## config.mk

```make
export PLATFORM = sky130hd
export DESIGN_NAME = ook_pulse_message_transmitter
export DESIGN_NICKNAME = d
export VERILOG_FILES = /design/src/design/ooktx_pkg.sv /design/src/design/ook_pulse_message_transmitter.sv
export SDC_FILE = /design/constraint.sdc
export NUM_CORES = 1
export LEC_CHECK = 0
export ABC_CLOCK_PERIOD_IN_PS = 4200
export BUFFER_PORTS_ARGS = -buffer_cell sky130_fd_sc_hd__buf_2
export CORE_MARGIN = 2
export CORE_UTILIZATION = 62
export CTS_CLUSTER_DIAMETER = 100
export CTS_CLUSTER_SIZE = 28
export DETAILED_ROUTE_END_ITERATION = 10
export PLACE_DENSITY = 0.8
export SLEW_MARGIN = 20
export SYNTH_ARGS = -nofsm -noshare
export SYNTH_HDL_FRONTEND = slang
export SYNTH_SLANG_ARGS = --single-unit
export TNS_END_PERCENT = 30
```

## constraint.sdc

```tcl
create_clock -name aclk -period 4.2 [get_ports aclk]
set_input_delay 0.84 -clock aclk [delete_from_list [all_inputs] [get_ports aclk]]
set_output_delay 0.84 -clock aclk [all_outputs]
set_load 0.005 [all_outputs]
```

## src/design/ooktx_pkg.sv

```systemverilog
// ============================================================================
// ooktx_pkg
// Shared types and constants for the on-off-keyed pulse message transmitter.
// ============================================================================
package ooktx_pkg;

    // Input beat: one command to the transmitter
    typedef struct packed {
        logic [1:0] mode;
        logic [3:0] index;
        logic [7:0] value;
    } in_t;

    // Result beat: line and busy status after the command
    typedef struct packed {
        logic line_level;
        logic busy_res;
    } out_t;

    // Command codes
    localparam logic [1:0] MODE_TICK  = 2'd0;
    localparam logic [1:0] MODE_WRITE = 2'd1;
    localparam logic [1:0] MODE_START = 2'd2;

    // Configuration register indexes
    localparam logic [3:0] REG_LOW_COUNT      = 4'd0;
    localparam logic [3:0] REG_HIGH_COUNT     = 4'd1;
    localparam logic [3:0] REG_TRAIL_COUNT    = 4'd2;
    localparam logic [3:0] REG_GAP_COUNT      = 4'd3;
    localparam logic [3:0] REG_GAP_MULTIPLIER = 4'd4;
    localparam logic [3:0] REG_REPEAT_TOTAL   = 4'd5;
    localparam logic [3:0] REG_INVERT_LINE    = 4'd6;
    localparam logic [3:0] REG_TRANSLATE      = 4'd7;

    // Configuration reset values
    localparam logic [7:0] LOW_COUNT_RST      = 8'd7;
    localparam logic [7:0] HIGH_COUNT_RST     = 8'd4;
    localparam logic [7:0] TRAIL_COUNT_RST    = 8'd2;
    localparam logic [7:0] GAP_COUNT_RST      = 8'd72;
    localparam logic [7:0] GAP_MULTIPLIER_RST = 8'd0;
    localparam logic [5:0] REPEAT_TOTAL_RST   = 6'd12;
    localparam logic       INVERT_LINE_RST    = 1'b0;
    localparam logic       TRANSLATE_RST      = 1'b1;

    // Period counter value after reset
    localparam logic [7:0] PERIOD_LEFT_RST = 8'd3;

    // First bit of a byte, MSB first
    localparam logic [7:0] BIT_SELECT_FIRST = 8'h80;

    // Sequencer phases
    typedef enum logic [2:0] {
        PH_IDLE      = 3'd0,
        PH_MSGSTART  = 3'd1,
        PH_BYTESTART = 3'd2,
        PH_SENDBYTE  = 3'd3,
        PH_MSGEND    = 3'd4,
        PH_GAPSTART  = 3'd5,
        PH_GAPEND    = 3'd6
    } phase_t;

    // Map a nibble to its line code byte
    function automatic logic [7:0] code_lookup(input logic [3:0] nibble);
        logic [7:0] code;
        case (nibble)
            4'h0:    code = 8'hF6;
            4'h1:    code = 8'hEE;
            4'h2:    code = 8'hED;
            4'h3:    code = 8'hEB;
            4'h4:    code = 8'hDE;
            4'h5:    code = 8'hDD;
            4'h6:    code = 8'hDB;
            4'h7:    code = 8'hBE;
            4'h8:    code = 8'hBD;
            4'h9:    code = 8'hBB;
            4'hA:    code = 8'hB7;
            4'hB:    code = 8'h7E;
            4'hC:    code = 8'h7D;
            4'hD:    code = 8'h7B;
            4'hE:    code = 8'h77;
            default: code = 8'h6F;
        endcase
        return code;
    endfunction

endpackage

```

## src/design/ook_pulse_message_transmitter.sv

```systemverilog
// ============================================================================
// ook_pulse_message_transmitter
// On-off-keyed pulse message transmitter with a small message store.
// ============================================================================
// Each input beat is a tick, a message byte write or a start request; every
// beat yields exactly one result beat carrying the line level and busy flag
// as they stand after that beat. The block takes one beat per clock while
// s_ready is high: the state update is a single pass of logic from the
// accepted beat into the state registers, and the result is registered into
// the output buffer. A two-entry output buffer holds results while the downstream
// side stalls, so s_ready drops only when both entries are full. The
// configuration port is always ready and writes one register per beat.
module ook_pulse_message_transmitter #(
    parameter int MSG_BYTES = 10
) (
    input  logic               aclk,
    input  logic               aresetn,
    // command channel
    input  logic               s_valid,
    output logic               s_ready,
    input  ooktx_pkg::in_t     s_data,
    // result channel
    output logic               m_valid,
    input  logic               m_ready,
    output ooktx_pkg::out_t    m_data,
    // configuration channel
    input  logic               cfg_valid,
    output logic               cfg_ready,
    input  logic [3:0]         cfg_index,
    input  logic [7:0]         cfg_data
);

    localparam int IDX_W = (MSG_BYTES > 1) ? $clog2(MSG_BYTES) : 1;

    // configuration registers
    logic [7:0] low_count_reg;
    logic [7:0] high_count_reg;
    logic [7:0] trail_count_reg;
    logic [7:0] gap_count_reg;
    logic [7:0] gap_multiplier_reg;
    logic [5:0] repeat_total_reg;
    logic       invert_line_reg;
    logic       translate_reg;

    // sequencer state
    ooktx_pkg::phase_t phase_reg, phase_next;
    logic [7:0]       period_left_reg, period_left_next;
    logic [7:0]       bit_select_reg, bit_select_next;
    logic [IDX_W-1:0] byte_pos_reg, byte_pos_next;
    logic [7:0]       repeats_done_reg, repeats_done_next;
    logic [7:0]       gaps_left_reg, gaps_left_next;
    logic             active_reg, active_next;
    logic             line_on_reg, line_on_next;

    logic [7:0] message_store [MSG_BYTES];

    // output buffer
    ooktx_pkg::out_t main_reg, skid_reg, result_next;
    logic            main_valid_reg, skid_valid_reg;

    logic             in_fire, out_fire;
    logic             tick_fire, adv;
    logic [7:0]       period_dec;
    logic [7:0]       cur_byte;
    logic [IDX_W:0]   pos_inc;
    logic             last_byte;
    logic             last_bit;
    logic [7:0]       repeats_inc;
    logic             wr_en;
    logic [7:0]       wr_byte;

    assign in_fire   = s_valid && s_ready;
    assign out_fire  = m_valid && m_ready;
    assign s_ready   = !skid_valid_reg;
    assign cfg_ready = 1'b1;
    assign m_valid   = main_valid_reg;
    assign m_data    = main_reg;

    // write configuration registers
    always_ff @(posedge aclk) begin
        if (!aresetn) begin
            low_count_reg      <= ooktx_pkg::LOW_COUNT_RST;
            high_count_reg     <= ooktx_pkg::HIGH_COUNT_RST;
            trail_count_reg    <= ooktx_pkg::TRAIL_COUNT_RST;
            gap_count_reg      <= ooktx_pkg::GAP_COUNT_RST;
            gap_multiplier_reg <= ooktx_pkg::GAP_MULTIPLIER_RST;
            repeat_total_reg   <= ooktx_pkg::REPEAT_TOTAL_RST;
            invert_line_reg    <= ooktx_pkg::INVERT_LINE_RST;
            translate_reg      <= ooktx_pkg::TRANSLATE_RST;
        end else if (cfg_valid && cfg_ready) begin
            unique case (cfg_index)
                ooktx_pkg::REG_LOW_COUNT:      low_count_reg      <= cfg_data;
                ooktx_pkg::REG_HIGH_COUNT:     high_count_reg     <= cfg_data;
                ooktx_pkg::REG_TRAIL_COUNT:    trail_count_reg    <= cfg_data;
                ooktx_pkg::REG_GAP_COUNT:      gap_count_reg      <= cfg_data;
                ooktx_pkg::REG_GAP_MULTIPLIER: gap_multiplier_reg <= cfg_data;
                ooktx_pkg::REG_REPEAT_TOTAL:   repeat_total_reg   <= cfg_data[5:0];
                ooktx_pkg::REG_INVERT_LINE:    invert_line_reg    <= cfg_data[0];
                ooktx_pkg::REG_TRANSLATE:      translate_reg      <= cfg_data[0];
                default: ;
            endcase
        end
    end

    // decode the beat and the shared conditions of the sequencer
    assign tick_fire   = in_fire && (s_data.mode == ooktx_pkg::MODE_TICK) && active_reg;
    assign period_dec  = period_left_reg - 8'd1;
    assign adv         = tick_fire && (period_dec != trail_count_reg)
                         && (period_dec == 8'd0);
    assign cur_byte    = message_store[byte_pos_reg];
    assign pos_inc     = {1'b0, byte_pos_reg} + {{IDX_W{1'b0}}, 1'b1};
    assign last_byte   = pos_inc >= (IDX_W+1)'(MSG_BYTES);
    assign last_bit    = (bit_select_reg >> 1) == 8'd0;
    assign repeats_inc = repeats_done_reg + 8'd1;

    assign wr_en   = in_fire && (s_data.mode == ooktx_pkg::MODE_WRITE)
                     && ({1'b0, s_data.index} < 5'(MSG_BYTES));
    assign wr_byte = translate_reg ? ooktx_pkg::code_lookup(s_data.value[3:0])
                                   : s_data.value;

    // next phase
    always_comb begin
        phase_next = phase_reg;
        if (adv) begin
            unique case (phase_reg)
                ooktx_pkg::PH_IDLE:      phase_next = ooktx_pkg::PH_MSGSTART;
                ooktx_pkg::PH_MSGSTART:  phase_next = ooktx_pkg::PH_BYTESTART;
                ooktx_pkg::PH_BYTESTART: phase_next = ooktx_pkg::PH_SENDBYTE;
                ooktx_pkg::PH_SENDBYTE: begin
                    if (last_bit) begin
                        phase_next = last_byte ? ooktx_pkg::PH_MSGEND
                                               : ooktx_pkg::PH_BYTESTART;
                    end
                end
                ooktx_pkg::PH_MSGEND:    phase_next = ooktx_pkg::PH_GAPSTART;
                ooktx_pkg::PH_GAPSTART: begin
                    if (gaps_left_reg == 8'd0) begin
                        phase_next = ooktx_pkg::PH_GAPEND;
                    end
                end
                ooktx_pkg::PH_GAPEND: begin
                    phase_next = (repeats_inc >= {2'b00, repeat_total_reg})
                                 ? ooktx_pkg::PH_IDLE : ooktx_pkg::PH_MSGSTART;
                end
                default:                 phase_next = ooktx_pkg::PH_IDLE;
            endcase
        end
    end

    // counters, line and busy flag
    always_comb begin
        period_left_next  = period_left_reg;
        bit_select_next   = bit_select_reg;
        byte_pos_next     = byte_pos_reg;
        repeats_done_next = repeats_done_reg;
        gaps_left_next    = gaps_left_reg;
        active_next       = active_reg;
        line_on_next      = line_on_reg;

        if (in_fire && (s_data.mode == ooktx_pkg::MODE_START)) begin
            active_next = 1'b1;
        end

        if (tick_fire) begin
            period_left_next = period_dec;
            if (period_dec == trail_count_reg) begin
                line_on_next = 1'b0;
            end else if (period_dec == 8'd0) begin
                period_left_next = high_count_reg;
                unique case (phase_reg)
                    ooktx_pkg::PH_IDLE: begin
                        repeats_done_next = 8'd0;
                    end
                    ooktx_pkg::PH_MSGSTART: begin
                        line_on_next  = 1'b1;
                        byte_pos_next = '0;
                    end
                    ooktx_pkg::PH_BYTESTART: begin
                        line_on_next    = 1'b1;
                        bit_select_next = ooktx_pkg::BIT_SELECT_FIRST;
                    end
                    ooktx_pkg::PH_SENDBYTE: begin
                        if ((cur_byte & bit_select_reg) != 8'd0) begin
                            line_on_next = 1'b1;
                        end else begin
                            period_left_next = low_count_reg;
                        end
                        bit_select_next = bit_select_reg >> 1;
                        if (last_bit && !last_byte) begin
                            byte_pos_next = pos_inc[IDX_W-1:0];
                        end
                    end
                    ooktx_pkg::PH_MSGEND: begin
                        line_on_next   = 1'b1;
                        gaps_left_next = gap_multiplier_reg;
                    end
                    ooktx_pkg::PH_GAPSTART: begin
                        period_left_next = gap_count_reg;
                        if (gaps_left_reg != 8'd0) begin
                            gaps_left_next = gaps_left_reg - 8'd1;
                        end
                    end
                    ooktx_pkg::PH_GAPEND: begin
                        repeats_done_next = repeats_inc;
                        if (repeats_inc >= {2'b00, repeat_total_reg}) begin
                            active_next = 1'b0;
                        end
                    end
                    default: ;
                endcase
            end
        end

        result_next.line_level = line_on_next ^ invert_line_reg;
        result_next.busy_res   = active_next;
    end

    // hold sequencer state
    always_ff @(posedge aclk) begin
        if (!aresetn) begin
            phase_reg        <= ooktx_pkg::PH_IDLE;
            period_left_reg  <= ooktx_pkg::PERIOD_LEFT_RST;
            bit_select_reg   <= '0;
            byte_pos_reg     <= '0;
            repeats_done_reg <= '0;
            gaps_left_reg    <= '0;
            active_reg       <= 1'b0;
            line_on_reg      <= 1'b0;
        end else begin
            phase_reg        <= phase_next;
            period_left_reg  <= period_left_next;
            bit_select_reg   <= bit_select_next;
            byte_pos_reg     <= byte_pos_next;
            repeats_done_reg <= repeats_done_next;
            gaps_left_reg    <= gaps_left_next;
            active_reg       <= active_next;
            line_on_reg      <= line_on_next;
        end
    end

    // write message bytes
    always_ff @(posedge aclk) begin
        if (!aresetn) begin
            for (int i = 0; i < MSG_BYTES; i++) begin
                message_store[i] <= 8'd0;
            end
        end else if (wr_en) begin
            message_store[s_data.index[IDX_W-1:0]] <= wr_byte;
        end
    end

    // buffer result beats: main entry drives the port, skid entry absorbs a stall
    always_ff @(posedge aclk) begin
        if (!aresetn) begin
            main_valid_reg <= 1'b0;
            skid_valid_reg <= 1'b0;
        end else if (out_fire) begin
            if (skid_valid_reg) begin
                main_reg       <= skid_reg;
                skid_valid_reg <= in_fire;
                skid_reg       <= result_next;
            end else begin
                main_valid_reg <= in_fire;
                main_reg       <= result_next;
            end
        end else if (in_fire) begin
            if (!main_valid_reg) begin
                main_valid_reg <= 1'b1;
                main_reg       <= result_next;
            end else begin
                skid_valid_reg <= 1'b1;
                skid_reg       <= result_next;
            end
        end
    end

endmodule

```

==> summary.md <==
| Metric | Value |
|---|---|
| Clock Skews | 0.0286 ns |
| Yosys cell types | 78 |
| Number of DRC markers in iteration 0 | 588 |
| Ys async rst share | 0 |
| Relative slew slack | 0.290 |
| Postcts setup bufs | 0 |
| Post-DP Area | 11200 µm² |
| Worst setup EP type | flop |
| Die area | 18400 µm² |
| Routed met2 length | 12200 µm |
| Total global routing overflow | 0 |
| Dpl hpwl | 16600 µm |
| Setup TNS | 0 ns |
| Clock Sinks | 227 |
| Slew Limit Fails | 0 |
| Area grow syn2layout | 8.08% |
| Yosys reg bits | 227 |
| Initial cell density of the core | 0.627 |
| Antenna-violating nets left | 0 |
| Via/cell ratio | 5.94 |
| Die W | 136 µm |
| Clk Latency, worst-skew pair | 0.49 ns |
| Vias in the first global route | 7242 |
| Core ar. | 17100 µm² |
| Crit path max fanout | 23 |
| Placed Instances | 1252 |
| Hold_buf cts | 0 |
| Share of cells above drive strength 1 | 0.109 |
| Post-layout util | 0.677 |
| Fin crit share | 0.911 |
| Post-Route WL | 23500 µm |
| Nets | 1089 |
| Post-Synthesis Mean Instance Area | 10.9 µm² |
| Commonest cells post-synth | nor2_1, edfxtp_1, dfxtp_1 |
| Crit-path most repeated cell | mux2_2 |
| Final Hold Vio Count | 0 |
| DRC | 0 |
| Synth Cell Area | 10700 µm² |
| HP Class | flop to flop |
| Num CTS Buffers | 12 |
| Largest Register | message_store |
| CP Class | flop to flop |
| Gpl congestion | 0.868 |
| Leak pwr | 4.39 nW |
| Sequential-to-total area share from yosys stat | 0.547 |
| Top cells by area, synth | edfxtp_1, dfxtp_1, mux2i_1 |
| Post-synth top area cell | edfxtp_1 |
| TritonCTS clock tree | built |
| Met3 WL | 1040 µm |
| Post-Syn Instances | 982 |
| EDFF count, synth | 132 |
| Worst slew pin tran | 1.06 ns |
| Met1 WL | 9820 µm |
| Status | completed |
| Max reg flops | 128 |
| Uppermost layer routed | met4 |
| Post-CTS sizing | 0 |
| Post-Layout Inst Area | 11600 µm² |
| Die span in y | 136 µm |
| 1st-pass router iterations | 5 |
| Power Dens Cells | 337 nW/µm² |
| CP Data Required Time | 4.51 ns |
| Most frequent cell after synthesis | nor2_1 |
| MaxCap Viol Count | 0 |
| VDD IR-drop max | 0.423 mV |
| DR vias | 7560 |
| Buffers on Ports | 34 |
| Initial antenna violation count | 0 |
| Final setup viols | 0 |
| N_diodes | 0 |
| FMAX | 261 MHz |
| Clk pin slew, worst setup/hold paths | 0.11 ns |
| Minimum clock period after layout | 3.83 ns |
| Top FF cell, synth | edfxtp_1 |
| First-pass GRT wire length | 37500 µm |
| Critical path's slowest cell | dfxtp_1 |
| Fin cells | 1272 |
| CP max stage delay | 1.04 ns |
| CP Cell Sequence | mux4_2 -> mux2_2 -> a22oi_1 -> a31oi_1 -> or4b_1 -> nor2_1 -> mux2_2 -> o31ai_1 |
| GRT Util Overall | 0.262 |
| Arr. time, crit path | 4.14 ns |
| Largest net degree at the start of global routing | 34 |
| Ports | 36 |
| Maximum clock path buffer count | 3 |
| Top-area cell type share of the netlist area | 0.369 |
| RSZ-0062 raised after global routing | no |
| H-tree levels | 1 |
| Wire length per cell | 18.5 µm |
| Startpoint types | flop |
| Root Buffer | clkbuf_16 |
| Num rows | 48 |
| Synth warn | 0 |
[through the flow]
stage,hold WS [ns],power [mW],worst slack (ns)
floorplan,0.441,2.58,1.15
global placement,0.456,2.65,0.466
detailed placement,0.468,2.65,0.412
CTS,0.493,3.92,0.376
global route,0.526,4.02,0.121
finish,0.493,3.91,0.375
[report_power, final]
group	internal, mW	switching [mW]	total, mW
clock	0.588	0.715	1.30
sequential	2.41	0.0232	2.43
combinational	0.0591	0.119	0.178
[area by class of cell]
class,instances,area (µm²)
clock buffers,17,340
clock inverters,3,32.5
flip-flops and latches,227,5870
inverters,44,165
multi-input cells,706,4620
repair buffers,50,290
fillers,1320,5520
well taps,225,282
[per-layer routing]
layer	vias to the layer above	track usage
met4	0	0.0718
li1	3634	-
met5	-	0
met3	32	0.0254
met1	3700	0.344
met2	194	0.467
[critical path: cells and delay by family (launching register included)]
family             cells  cell delay, ns
muxes                  3            1.06
and+or+nand+nor        2            1.02
DFF                    1            1.04
AOI/OAI and AO/OA      3            0.53
[cells in the final DEF, fill, tap and decap left out, types with 5 or more instances in the layout]
cell type  count
nor2_1       159
edfxtp_1     132
dfxtp_1       94
nand2_1       77
mux2i_1       70
conb_1        49
a21oi_1       47
inv_1         43
o21ai_0       34
buf_2         34
nand3_1       20
mux4_2        20
a22oi_1       17
ha_1          17
buf_4         16
clkbuf_16     13
nor3_1        12
o211ai_1      11
and3_1        10
nand2b_1      10
or3_1         10
xnor2_1        8
a31oi_1        8
xor2_1         7
a21o_1         6
and2_1         6
nand3b_1       6
nor3b_1        6
mux2_2         6
nand4_1        6
a2bb2oi_1      5
or2_2          5
a311oi_1       5
[cell families after synthesis]
kind of cell | after synthesis | synth area share
flip-flops | 227 | 0.547
AO/OA/AOI/OAI | 176 | 0.111
XOR/XNOR | 16 | 0.0143
buffers and inverters | 96 | 0.0398
other | 2 | 0.000700
multiplexers | 96 | 0.114
AND/OR/NAND/NOR | 352 | 0.154
adder cells (fa/ha/maj) | 17 | 0.0198
[final timing paths]
kind | slack [ns] | endpoint | cells past startpoint | start
max | 0.37 | m_data[1] | 8 | flop
min | 0.49 | high_count_reg[2] | 2 | high_count_reg[2]
max reg2reg | 0.37 | m_data[1] | 8 | flop
min reg2reg | 0.49 | high_count_reg[2] | 2 | high_count_reg[2]
Power figures use the tool's default switching activity.
